==> src/hw/rtl/crank_pkg.sv <==
// Package for the combination unrank core: request and result types and
// the binomial row builder used by the walk stages. No dependencies.
`timescale 1ns / 1ps
`default_nettype none

package crank_pkg;

    // Entries per binomial row, one for each k from 0 to 32
    localparam int unsigned ROW_ENTRIES = 33;

    // One incoming request
    typedef struct packed {
        logic [31:0] rank_index;
        logic [5:0]  set_size;
        logic [4:0]  subset_size;
    } in_item_t;

    // One emitted subset element
    typedef struct packed {
        logic [3:0] position;
        logic [4:0] element;
        logic       in_range;
        logic       last;
    } out_item_t;

    // C(n,0..32) for one n; every entry fits 32 bits for n <= 31
    typedef logic [ROW_ENTRIES-1:0][31:0] binom_row_t;

    // Pascal triangle row by additions, evaluated at elaboration only
    function automatic binom_row_t binom_row(input int n);
        binom_row_t row;
        row    = '0;
        row[0] = 32'd1;
        for (int i = 1; i <= n; i++) begin
            for (int j = i; j >= 1; j--) begin
                if (j < ROW_ENTRIES) begin
                    row[j] = row[j] + row[j-1];
                end
            end
        end
        return row;
    endfunction

endpackage

`default_nettype wire

==> src/hw/rtl/crank_stage.sv <==
// One registered step of the unranking walk for a fixed candidate element.
// Depends on crank_pkg for the binomial row.
`timescale 1ns / 1ps
`default_nettype none

module crank_stage #(
    parameter int CAND       = 32,
    parameter int MAX_SUBSET = 16
) (
    input  wire logic                             aclk,
    input  wire logic                             aresetn,
    input  wire logic                             en,
    input  wire logic                             in_valid,
    input  wire logic [31:0]                      in_rank,
    input  wire logic [5:0]                       in_set,
    input  wire logic [$clog2(MAX_SUBSET+1)-1:0]  in_left,
    input  wire logic [$clog2(MAX_SUBSET+1)-1:0]  in_k,
    input  wire logic                             in_bad,
    input  wire logic [MAX_SUBSET-1:0][4:0]       in_store,
    output logic                                  out_valid,
    output logic [31:0]                           out_rank,
    output logic [5:0]                            out_set,
    output logic [$clog2(MAX_SUBSET+1)-1:0]       out_left,
    output logic [$clog2(MAX_SUBSET+1)-1:0]       out_k,
    output logic                                  out_bad,
    output logic [MAX_SUBSET-1:0][4:0]            out_store
);

    localparam int KW = $clog2(MAX_SUBSET + 1);
    localparam crank_pkg::binom_row_t ROW = crank_pkg::binom_row(CAND - 1);

    logic                         valid_reg;
    logic [31:0]                  rank_reg, rank_next;
    logic [5:0]                   set_reg;
    logic [KW-1:0]                left_reg, left_next;
    logic [KW-1:0]                k_reg;
    logic                         bad_reg;
    logic [MAX_SUBSET-1:0][4:0]   store_reg, store_next;

    logic        active;
    logic [31:0] binom_v;
    logic        hit;

    // Compare against C(CAND-1, left), take the candidate on a hit
    always_comb begin
        active     = (in_set >= 6'(CAND)) && (in_left != '0);
        binom_v    = ROW[6'(in_left)];
        hit        = active && (in_rank >= binom_v);
        rank_next  = hit ? (in_rank - binom_v) : in_rank;
        left_next  = hit ? (in_left - KW'(1)) : in_left;
        store_next = in_store;
        for (int i = 0; i < MAX_SUBSET; i++) begin
            if (hit && ((in_left - KW'(1)) == KW'(i))) begin
                store_next[i] = 5'(CAND - 1);
            end
        end
    end

    // Valid bit
    always_ff @(posedge aclk) begin
        if (!aresetn) begin
            valid_reg <= 1'b0;
        end else if (en) begin
            valid_reg <= in_valid;
        end
    end

    // Payload
    always_ff @(posedge aclk) begin
        if (en) begin
            rank_reg  <= rank_next;
            set_reg   <= in_set;
            left_reg  <= left_next;
            k_reg     <= in_k;
            bad_reg   <= in_bad;
            store_reg <= store_next;
        end
    end

    assign out_valid = valid_reg;
    assign out_rank  = rank_reg;
    assign out_set   = set_reg;
    assign out_left  = left_reg;
    assign out_k     = k_reg;
    assign out_bad   = bad_reg;
    assign out_store = store_reg;

endmodule

`default_nettype wire

==> config.mk <==
export PLATFORM = sky130hd
export DESIGN_NAME = crank_stage
export DESIGN_NICKNAME = d
export VERILOG_FILES = /design/src/hw/rtl/crank_pkg.sv /design/src/hw/rtl/crank_stage.sv
export SDC_FILE = /design/constraint.sdc
export NUM_CORES = 1
export LEC_CHECK = 0
export ABC_AREA = 0
export BUFFER_PORTS_ARGS = -buffer_cell sky130_fd_sc_hd__buf_2
export CAP_MARGIN = 20
export CORE_MARGIN = 3
export CORE_UTILIZATION = 50
export DETAILED_ROUTE_END_ITERATION = 7
export HOLD_SLACK_MARGIN = 0.08
export MAX_ROUTING_LAYER = met4
export PLACE_DENSITY = 0.8
export SETUP_SLACK_MARGIN = 0.02
export SYNTH_ARGS = -nofsm -noshare
export SYNTH_HDL_FRONTEND = slang
export SYNTH_SLANG_ARGS = --single-unit
==> constraint.sdc <==
create_clock -name aclk -period 6.2 [get_ports aclk]
set_input_delay 0.62 -clock aclk [delete_from_list [all_inputs] [get_ports aclk]]
set_output_delay 0.62 -clock aclk [all_outputs]
set_load 0.05 [all_outputs]
==> Implementation_results.wiki <==
{| class="wikitable"
! Metric !! Value
|-
| Met2 WL post-DR || about 11,000 um
|-
| Highest fanout seen on the critical path || 27
|-
| Clock power share || 0.352
|-
| Floorplan die width || 129 um
|-
| Number of antenna violations at the first check in global routing || 0
|-
| Max-slew violations || 0
|-
| Overall track demand over capacity in global routing || 0.245
|-
| Routability cong. || ~0.94
|-
| Number of register bits inferred by synthesis || 130
|-
| Final hold violations || 0
|-
| WHS Endpoint || out_k[3]
|-
| Internal power of the cells || just over 0.002 W
|-
| Area leader, netlist || edfxtp_1
|-
| Final worst path period share || 0.770
|-
| DR vias || around 6,300
|-
| Max clock buf depth || 2
|-
| Type of origin of the critical path || primary input
|-
| Number of CTS-inserted buffers || 17
|-
| Endpoint of the worst-slack reg-to-reg timing path || out_valid
|-
| Number of warnings reported in the yosys synthesis log || 0
|-
| Headroom to the max-slew limit || 0.341
|-
| DRT iter0 DRCs || about 580
|-
| Final Net Count || about 1,100
|-
| Top Layer Used || met4
|-
| Net switching power of the design || 0.00102 W
|-
| Synthesized area || ~7600 um2
|-
| Fraction of final layout cells sized beyond drive strength 1 || 0.352
|-
| Area growth, synth to finish || 27.2%
|-
| Leakage dissipation || 4.18 nW
|-
| Total DRC errors in the routed layout || 0
|-
| Clock insertion delay at the later pin of the skew report || between 0.4 and 0.5 ns
|-
| Required time worst endpoint || around 6.4 ns
|-
| Cell count after synthesis || slightly below 700
|-
| Post-cts sizing count || 0
|-
| Most frequently used cell type in the post-synthesis netlist || edfxtp_1
|-
| Placed Area || roughly 9000 um2
|-
| Setup slack on the worst flop-to-flop path || between 5 and 6 ns
|-
| Most used cell along the critical path || a21o_1
|-
| Layout fillers || 1,138
|-
| Number of optimization iterations in the first detailed-route pass || 5
|-
| Mean area per synthesized cell || 11.1 um2
|-
| Largest net degree at the start of global routing || 81
|-
| Most used standard cells in the synthesized netlist || edfxtp_1 (129), nand2b_1 (83), a21oi_1 (46)
|-
| Portion of the post-synthesis area used by sequential elements || 0.515
|-
| Power Density || 315 nW/um2
|-
| Worst Path Arrival || 4.94 ns
|-
| Global-route wire length before repair || between 30,000 and 40,000 um
|-
| Met3 Routed Length || approximately 1400 um
|-
| Number of sinks handled by clock tree synthesis || 130
|-
| Async set-reset flop share out of synthesis || 0
|-
| Total wire length || between 20,000 and 25,000 um
|-
| Slowest cell on the critical path || mux4_2
|-
| Maximum level of the CTS H-tree || 4
|-
| Buffer count from post-CTS setup fixing || 0
|-
| Count of flip-flops with a built-in enable after synthesis || 129
|-
| Number of antenna diodes || 0
|-
| Worst supply voltage drop on vdd || around 0.20 mV
|-
| Endpoint kind of the worst setup timing path || flip-flop
|-
| Part of the power in combinational logic || 0.287
|-
| Post-route cell area || slightly below 10,000 um2
|-
| Number of maximum-capacitance violations || 0
|-
| Min Clock Period, post-route || between 4 and 5 ns
|-
| Aggregate global routing overflow || 0
|-
| Setup skew after layout || 0 ns
|-
| Result of the run || completed
|-
| Average wire length per cell after detail routing || 18.1 um
|-
| Achievable Freq || approximately 210 MHz
|-
| Pin slew with the least headroom to its limit || 0.989 ns
|-
| Depth of the worst register-to-register path || 2
|-
| Setup TNS || 0 ns
|-
| Post-DRT Antenna Nets || 0
|-
| CP Launch Point || in_left[4]
|-
| Clock-pin slew on the worst setup and hold paths || ~0.060 ns
|-
| Met1 Routed Length || around 8000 um
|-
| Number of core rows || 44
|-
| Worst hold stages || 1
|-
| Final-report setup violation count || 0
|-
| CTS Root Buffer Type || clkbuf_16
|-
| Vias in the first global route || 5,727
|-
| Sequential Power Share || 0.361
|-
| Crit-path max cell delay || approximately 0.51 ns
|-
| TritonCTS clock tree || built
|-
| Die Ht || roughly 130 um
|-
| Average vias per placed instance || 5.56
|-
| Number of nets in the synthesized netlist || between 800 and 900
|-
| Switching Fraction || 0.335
|-
| Synth area leaders || edfxtp_1 (51%), nand2b_1 (6.9%), ha_1 (6.8%), mux2_2 (3.7%), a21oi_1 (3.0%)
|-
| Top FF cell, synth || edfxtp_1
|-
| Unrepaired setup endpoints after global routing || false
|-
| Starting Density || 0.516
|-
| Critical Setup Path Class || in2reg
|-
| Worst hold path class || in2reg
|-
| Total I/O pin count || around 260
|-
| Startpoint of the lowest-slack hold path || in_k[3]
|-
| Count of cell types in the netlist || between 60 and 70
|-
| Number of hold buffers added after CTS || 0
|-
| Number of buffers inserted by port buffering || between 200 and 300
|-
| Cells along the critical path || buf_2 > inv_1 > nor2_1 > a22oi_1 > mux4_2 > ha_1 > a21o_1 > a21o_1 > a221oi_1 > a31oi_1 > o21a_2 > buf_4 > and3_1 > a211o_1
|-
| Portion of synthesized cell area occupied by the leading cell type || 0.512
|-
| Die footprint || about 17,000 um2
|-
| Detail Placement HPWL || about 15,000 um
|-
| Startpoint of the lowest-slack register-to-register path || out_valid
|-
| Placeable core region || roughly 15,000 um2
|}
## critical path, delay by kind of cell
kind / cells / cell delay [ns]
compound gates: 7 / 1.75
fa+ha+maj: 1 / 0.42
buf+inv: 3 / 0.97
mux: 1 / 0.51
simple gates: 2 / 0.65
## power groups by stage
stage	logic [W]	clock network, W	registers [W]
2_1_floorplan	0.000336	0	0.00142
3_3_place_gp	0.000860	0	0.00111
3_5_place_dp	0.000865	0	0.00111
4_1_cts	0.000871	0.00108	0.00110
5_1_grt	0.000931	0.00112	0.00110
6_report	0.000871	0.00107	0.00110
## cell type report
| class | count | area (um2) | share of cell area |
|---|---|---|---|
| well taps | 184 | 230 | 0.0239 |
| inverters | 18 | 67.6 | 0.00702 |
| clock buffers | 18 | 429 | 0.0446 |
| multi-input cells | 497 | 3450 | 0.359 |
| clock inverters | 14 | 205 | 0.0213 |
| repair buffers | 266 | 1340 | 0.140 |
| flip-flops and latches | 130 | 3890 | 0.405 |
## cell usage in the layout (no fill, tap or decap), types with 23 or more instances in the layout
| cell type | synthesis | layout |
|---|---|---|
| a21o_1 | 23 | 23 |
| a21oi_1 | 46 | 46 |
| buf_2 | 9 | 261 |
| edfxtp_1 | 129 | 129 |
| ha_1 | 41 | 41 |
| mux2_2 | 25 | 25 |
| nand2_1 | 39 | 39 |
| nand2b_1 | 83 | 83 |
| nand3_1 | 24 | 24 |
| nor2_1 | 34 | 34 |
| o21ai_0 | 36 | 36 |
| xnor2_1 | 25 | 25 |
## layer usage
layer,vias up,track usage
li1,3025,-
met1,2933,0.293
met2,279,0.417
met3,32,0.0415
met4,0,0.0889
met5,-,-
## registers in the layout, indices dropped and copies added, names as in the netlist
register   flops
out_store     80
out_rank      32
out_set        6
out_k          5
out_left       5
out_bad        1
out_valid      1
## per-stage QoR
| stage | total power, W | hold WS (ns) | utilization | instances | setup WS, ns |
|---|---|---|---|---|---|
| 6_report | 0.00304 | 0.370 | 0.657 | 1127 | 1.42 |
| 5_1_grt | 0.00315 | 0.363 | 0.657 | 1127 | 1.11 |
| 4_1_cts | 0.00305 | 0.364 | 0.657 | 1127 | 1.45 |
| 3_5_place_dp | 0.00198 | 0.525 | 0.614 | 1095 | 1.01 |
| 3_3_place_gp | 0.00197 | 0.517 | 0.614 | 1095 | 1.01 |
| 2_1_floorplan | 0.00176 | 0.719 | - | 679 | 1.80 |
## worst max-delay path by stage
stage	end	depth (start not counted)
finish	out_rank[25]	14
CTS	out_rank[25]	14
global route	out_store[28]	14
floorplan	out_rank[25]	18
detailed placement	out_rank[25]	14
global placement	out_rank[25]	14
## cell families (layout without fill, tap and decap cells)
| kind of cell | after synthesis | in the layout | synth area share |
|---|---|---|---|
| flops | 130 | 130 | 0.515 |
| simple gates | 228 | 228 | 0.162 |
| buf+inv | 52 | 316 | 0.0288 |
| fa+ha+maj | 42 | 42 | 0.0705 |
| xor+xnor | 36 | 36 | 0.0417 |
| compound gates | 161 | 161 | 0.135 |
| mux | 30 | 30 | 0.0471 |
(Power assumes the default switching activity.)
